[src/rtl/crt_ram.sv]
// Generic single-write, single-read RAM with registered read data.
module crt_ram #(
    parameter int WIDTH = 16,
    parameter int DEPTH = 256,
    parameter int AW    = (DEPTH > 1) ? $clog2(DEPTH) : 1
) (
    input  logic             clk,
    input  logic             we,
    input  logic [AW-1:0]    waddr,
    input  logic [WIDTH-1:0] wdata,
    input  logic [AW-1:0]    raddr,
    output logic [WIDTH-1:0] rdata
);

    logic [WIDTH-1:0] mem [DEPTH];

    // Write port and registered read port
    always_ff @(posedge clk)
    begin
        if (we)
        begin
            mem[waddr] <= wdata;
        end
        rdata <= mem[raddr];
    end

endmodule

[config.mk]
export PLATFORM = sky130hd
export DESIGN_NAME = crt_ram
export DESIGN_NICKNAME = d
export VERILOG_FILES = /design/src/rtl/crt_ram.sv
export SDC_FILE = /design/constraint.sdc
export NUM_CORES = 2
export LEC_CHECK = 0
export BUFFER_PORTS_ARGS = -buffer_cell sky130_fd_sc_hd__buf_2
export CORE_ASPECT_RATIO = 1.2
export CORE_MARGIN = 8
export CORE_UTILIZATION = 30
export DETAILED_ROUTE_END_ITERATION = 6
export HOLD_SLACK_MARGIN = 0.1
export PLACE_DENSITY = 0.53
export SLEW_MARGIN = 40
export SYNTH_ARGS = -nofsm -noshare
export SYNTH_HDL_FRONTEND = slang
export SYNTH_SLANG_ARGS = --single-unit
[constraint.sdc]
create_clock -name clk -period 2.79 [get_ports clk]
set_clock_uncertainty 0.1 [all_clocks]
set_input_delay 0.279 -clock clk [delete_from_list [all_inputs] [get_ports clk]]
set_output_delay 0.279 -clock clk [all_outputs]
set_load 0.01 [all_outputs]
Word level (Yosys, flattened, before mapping)
Memories as Yosys holds them, arrays and structs flattened. A register that Yosys moved wholly into a read port is not among the register bits.
Cells that the tools add are included.
W data, S select, Z words.
Cells by class
  muxes and demuxes: 2
Operator list (count)
  $mux W1: 2
Storage, ports and cells
  bits in registers: 0
  RAM bits: 4096
  input port bits: 34
  word-level logic and storage cells: 3
  memories: 1
Memory list
  mem: words 256, width 16, rd ports 1, clocked after Yosys merged registers in 1, write ports 1, RTL line 15  | logic [WIDTH-1:0] mem [DEPTH];

Logic depth before layout (Yosys ltp)
  depth after elaboration: 2
  depth in mapped cells: 12

Worst setup path after synthesis
OpenSTA, ideal clock, no wires.
  kind: in2reg
  from: in waddr[3]
  to: mem mem[235][0], enable pin
  data arrival time: 2.056 ns
  required time: 2.302 ns
  setup slack: 0.246 ns
  cell stages on the path: 6
  buffers on the path: 3
  path through: clkbuf_1 nor2b_1 clkbuf_1 nand4_1 clkbuf_1 nor2_1
RTL lines
  start, declared: RTL line 9  | input logic [AW-1:0] waddr,
  end, declared: RTL line 15
No word-level cell before the write port.

==> flow_summary.json <==
{
  "clkLatencyLatePin_ns": 1.00,
  "io_pins": 50,
  "pwr-share-clk_pct": 41.7,
  "grt_max_degree": 96,
  "power_w": 0.130,
  "drive_gt1_share_pct": 31.4,
  "num_vias": 80600,
  "ir_worst_vdd_uv": 591,
  "power_switching_w": 0.0284,
  "yosysWarningCount": 0,
  "coreArea_um2": 527000,
  "worstPathMaxFanout": 1,
  "grt_pass1_wl_mm": 647,
  "hp-class": "input pin to flop",
  "async_reset_ff_share_pct": 0,
  "cts.path.max_buffers": 4,
  "preCtsSetupSlack_ns": -1.07,
  "drt_iter0_markers": 8486,
  "grt_remaining_overflow": 0,
  "placed_cells": 15100,
  "synthTopCellsByCount": "edfxtp_1 (4096), mux4_2 (797), mux2i_1 (565)",
  "dp_hpwl_mm": 298,
  "swShare_pct": 21.8,
  "die_area_um2": 553000,
  "worstSetupPathType": "flop to flop",
  "setup_slack_ns": 0.0745,
  "slowest_stage": "mux4_2",
  "core.rowCount": 292,
  "slowest_delay_ns": 0.50,
  "grt_pass1_vias": 82200,
  "synthesis.area_um2": 159000,
  "avgSynthCellArea_um2": 21.6,
  "critical-path-top-delay-family": "multiplexers",
  "synth.largest_area_cell": "edfxtp_1",
  "endpoint_kind": "flop",
  "dr.pass1.iters": 5,
  "drt_wl_total_mm": 464,
  "syn_to_final_growth_pct": 19.7,
  "status": "finished clean",
  "dieHeight_um": 813,
  "syn_inst": 7360,
  "routabilityCongestion": 0.858,
  "worstMarginPinSlew_ns": 0.947,
  "period_needed_ns": 2.72,
  "synth_edf_count": 4096,
  "intPower_w": 0.102,
  "fin_crit_sh_pct": 97.3,
  "path_clk_slew_ns": 0.06,
  "syn-num-nets": 7394,
  "slew-limit-headroom_pct": 36.8,
  "hold_ws_ns": 0.174,
  "hold_viol": 0,
  "power_leakage_nw": 60.5,
  "synthTopCellsByArea": "edfxtp_1 (77%), mux4_2 (11%), mux2i_1 (3.6%)",
  "track_usage_pct": 16.2,
  "critPathRequiredTime_ns": 3.55,
  "path_cells": "mux4_2, mux2_2, a22oi_1, buf_4, nand2_1, o32ai_4, buf_4, nor4_1",
  "worstPathArrival_ns": 3.47,
  "ant_nets": 0,
  "setup-violations-final": 0,
  "pwr-share-seq_pct": 52.5,
  "drv_cap": 0,
  "cts_made_buffers": 394,
  "synth.most_common_cell": "edfxtp_1",
  "wire_per_inst_um": 29.2,
  "design_area_um2": 190000,
  "initial_core_util_pct": 30.1,
  "cts_tree": "done",
  "viasPerCell": 5.08,
  "cp_num_buf_inv": 2,
  "crit_top_cell": "buf_4",
  "port_buffers": 49,
  "root_buffer": "clkbuf_16",
  "drc": 0,
  "yosys.area.top_type_share_pct": 77.5,
  "antenna_found_initial": 42,
  "num-fill-cells": 48300,
  "nets": 8499,
  "finalMaxSlewViolations": 0,
  "ys_ff_latch": 4112,
  "place_area_um2": 176000,
  "ys.flop_type": "edfxtp_1",
  "fin_cells": 15900,
  "fmax_ghz": 0.368,
  "worstSetupStartpointType": "flop",
  "synth_cell_types": 52,
  "dieWidth_um": 680,
  "p_per_area_nw_per_um2": 684,
  "ctsHtreeMaxLevel": 5,
  "synth-seq-area-share_pct": 77.7,
  "rsz0062_at_grt": "false",
  "combPwrFrac_pct": 5.8,
  "clock-sinks": 4112
}
==> registers in the layout, summed over array words and instances (netlist names) <==
register  cells
mem        4096
rdata        16
==> power groups by stage <==
stage | logic [W] | clock network [W] | registers [W]
floorplan | 0.00336 | 0 | 0.0695
global placement | 0.00741 | 0 | 0.0696
detailed placement | 0.00754 | 0 | 0.0696
CTS | 0.00764 | 0.0552 | 0.0682
global route | 0.00789 | 0.0573 | 0.0682
finish | 0.00754 | 0.0542 | 0.0682
==> kinds of logic (layout without fill, tap and decap cells) <==
| kind of cell | count (synthesis) | after routing | share of synthesized area [%] |
|---|---|---|---|
| AO/OA/AOI/OAI | 786 | 786 | 3.54 |
| buffers and inverters | 456 | 1893 | 1.69 |
| flip-flops | 4112 | 4112 | 77.7 |
| multiplexers | 1450 | 1450 | 15.5 |
| other | 0 | 10 | 0 |
| AND/OR/NAND/NOR | 556 | 556 | 1.57 |
==> placed cells by master (no fill, tap or decap), types with 27 or more instances in the layout <==
| cell type | n |
|---|---|
| buf_2 | 27 |
| buf_12 | 196 |
| clkinv_2 | 76 |
| clkinv_1 | 76 |
| mux2_2 | 88 |
| a21oi_1 | 175 |
| nor3_1 | 83 |
| dlygate4sd3_1 | 31 |
| nor2_1 | 184 |
| clkbuf_1 | 73 |
| mux2i_1 | 565 |
| a22o_1 | 32 |
| buf_4 | 884 |
| o22ai_1 | 148 |
| o21ai_0 | 36 |
| mux4_2 | 797 |
| nand2_1 | 36 |
| nor2_2 | 120 |
| o221ai_1 | 252 |
| bufinv_16 | 43 |
| edfxtp_1 | 4096 |
| clkbuf_16 | 400 |
| a22oi_1 | 38 |
==> area by class of cell <==
| cell class | instances | area [µm²] | area share [%] |
|---|---|---|---|
| multi-input cells | 2792 | 33300 | 17.5 |
| repair buffers | 1161 | 11400 | 5.99 |
| inverters | 4 | 27.5 | 0.0145 |
| clock buffers | 479 | 10400 | 5.46 |
| well taps | 7056 | 8830 | 4.65 |
| flip-flops and latches | 4112 | 123000 | 64.9 |
| clock inverters | 249 | 2690 | 1.41 |
| diodes | 10 | 25.0 | 0.0132 |
==> repair_timing <==
action | in CTS | in global routing
setup buffers | 0 | 0
setup endpoints to repair | 9 | 5
gates resized for setup | 17 | 4
cloned | 0 | 0
endpoints found under the hold margin | 4189 | 0
pin swaps | 6 | 0
hold buffers | 32 | 0
==> through the flow <==
| step | setup TNS, ns | util (%) |
|---|---|---|
| global placement | -14.62 | 33.5 |
| detailed placement | -13.06 | 33.5 |
| global route | 0 | 36.0 |
| CTS | 0 | 36.0 |
| finish | 0 | 36.1 |
| floorplan | 0 | - |
==> worst paths after layout <==
kind,start,endpoint,slack [ns],cells after the start
worst min-delay path,wdata[14],mem[237][14]$_DFFE_PP_,0.17,2
worst max register to register,mem[3][8]$_DFFE_PP_,rdata[8]$_DFF_P_,0.07,8
worst max-delay path,mem[3][8]$_DFFE_PP_,rdata[8]$_DFF_P_,0.07,8
worst min register to register,mem[83][8]$_DFFE_PP_,rdata[8]$_DFF_P_,1.02,6
==> layer usage <==
metal | share of wire [%] | wire length (µm) | vias to the layer above | global-route usage (%)
met2 | 50 | 232000 | 2878 | 28.0
li1 | - | - | 33500 | -
met1 | 40 | 184000 | 43600 | 20.6
met5 | 0.019 | 86 | - | 0
met3 | 6.0 | 28000 | 609 | 2.42
met4 | 4.2 | 19600 | 14 | 6.05
Power figures use the tool's default switching activity.
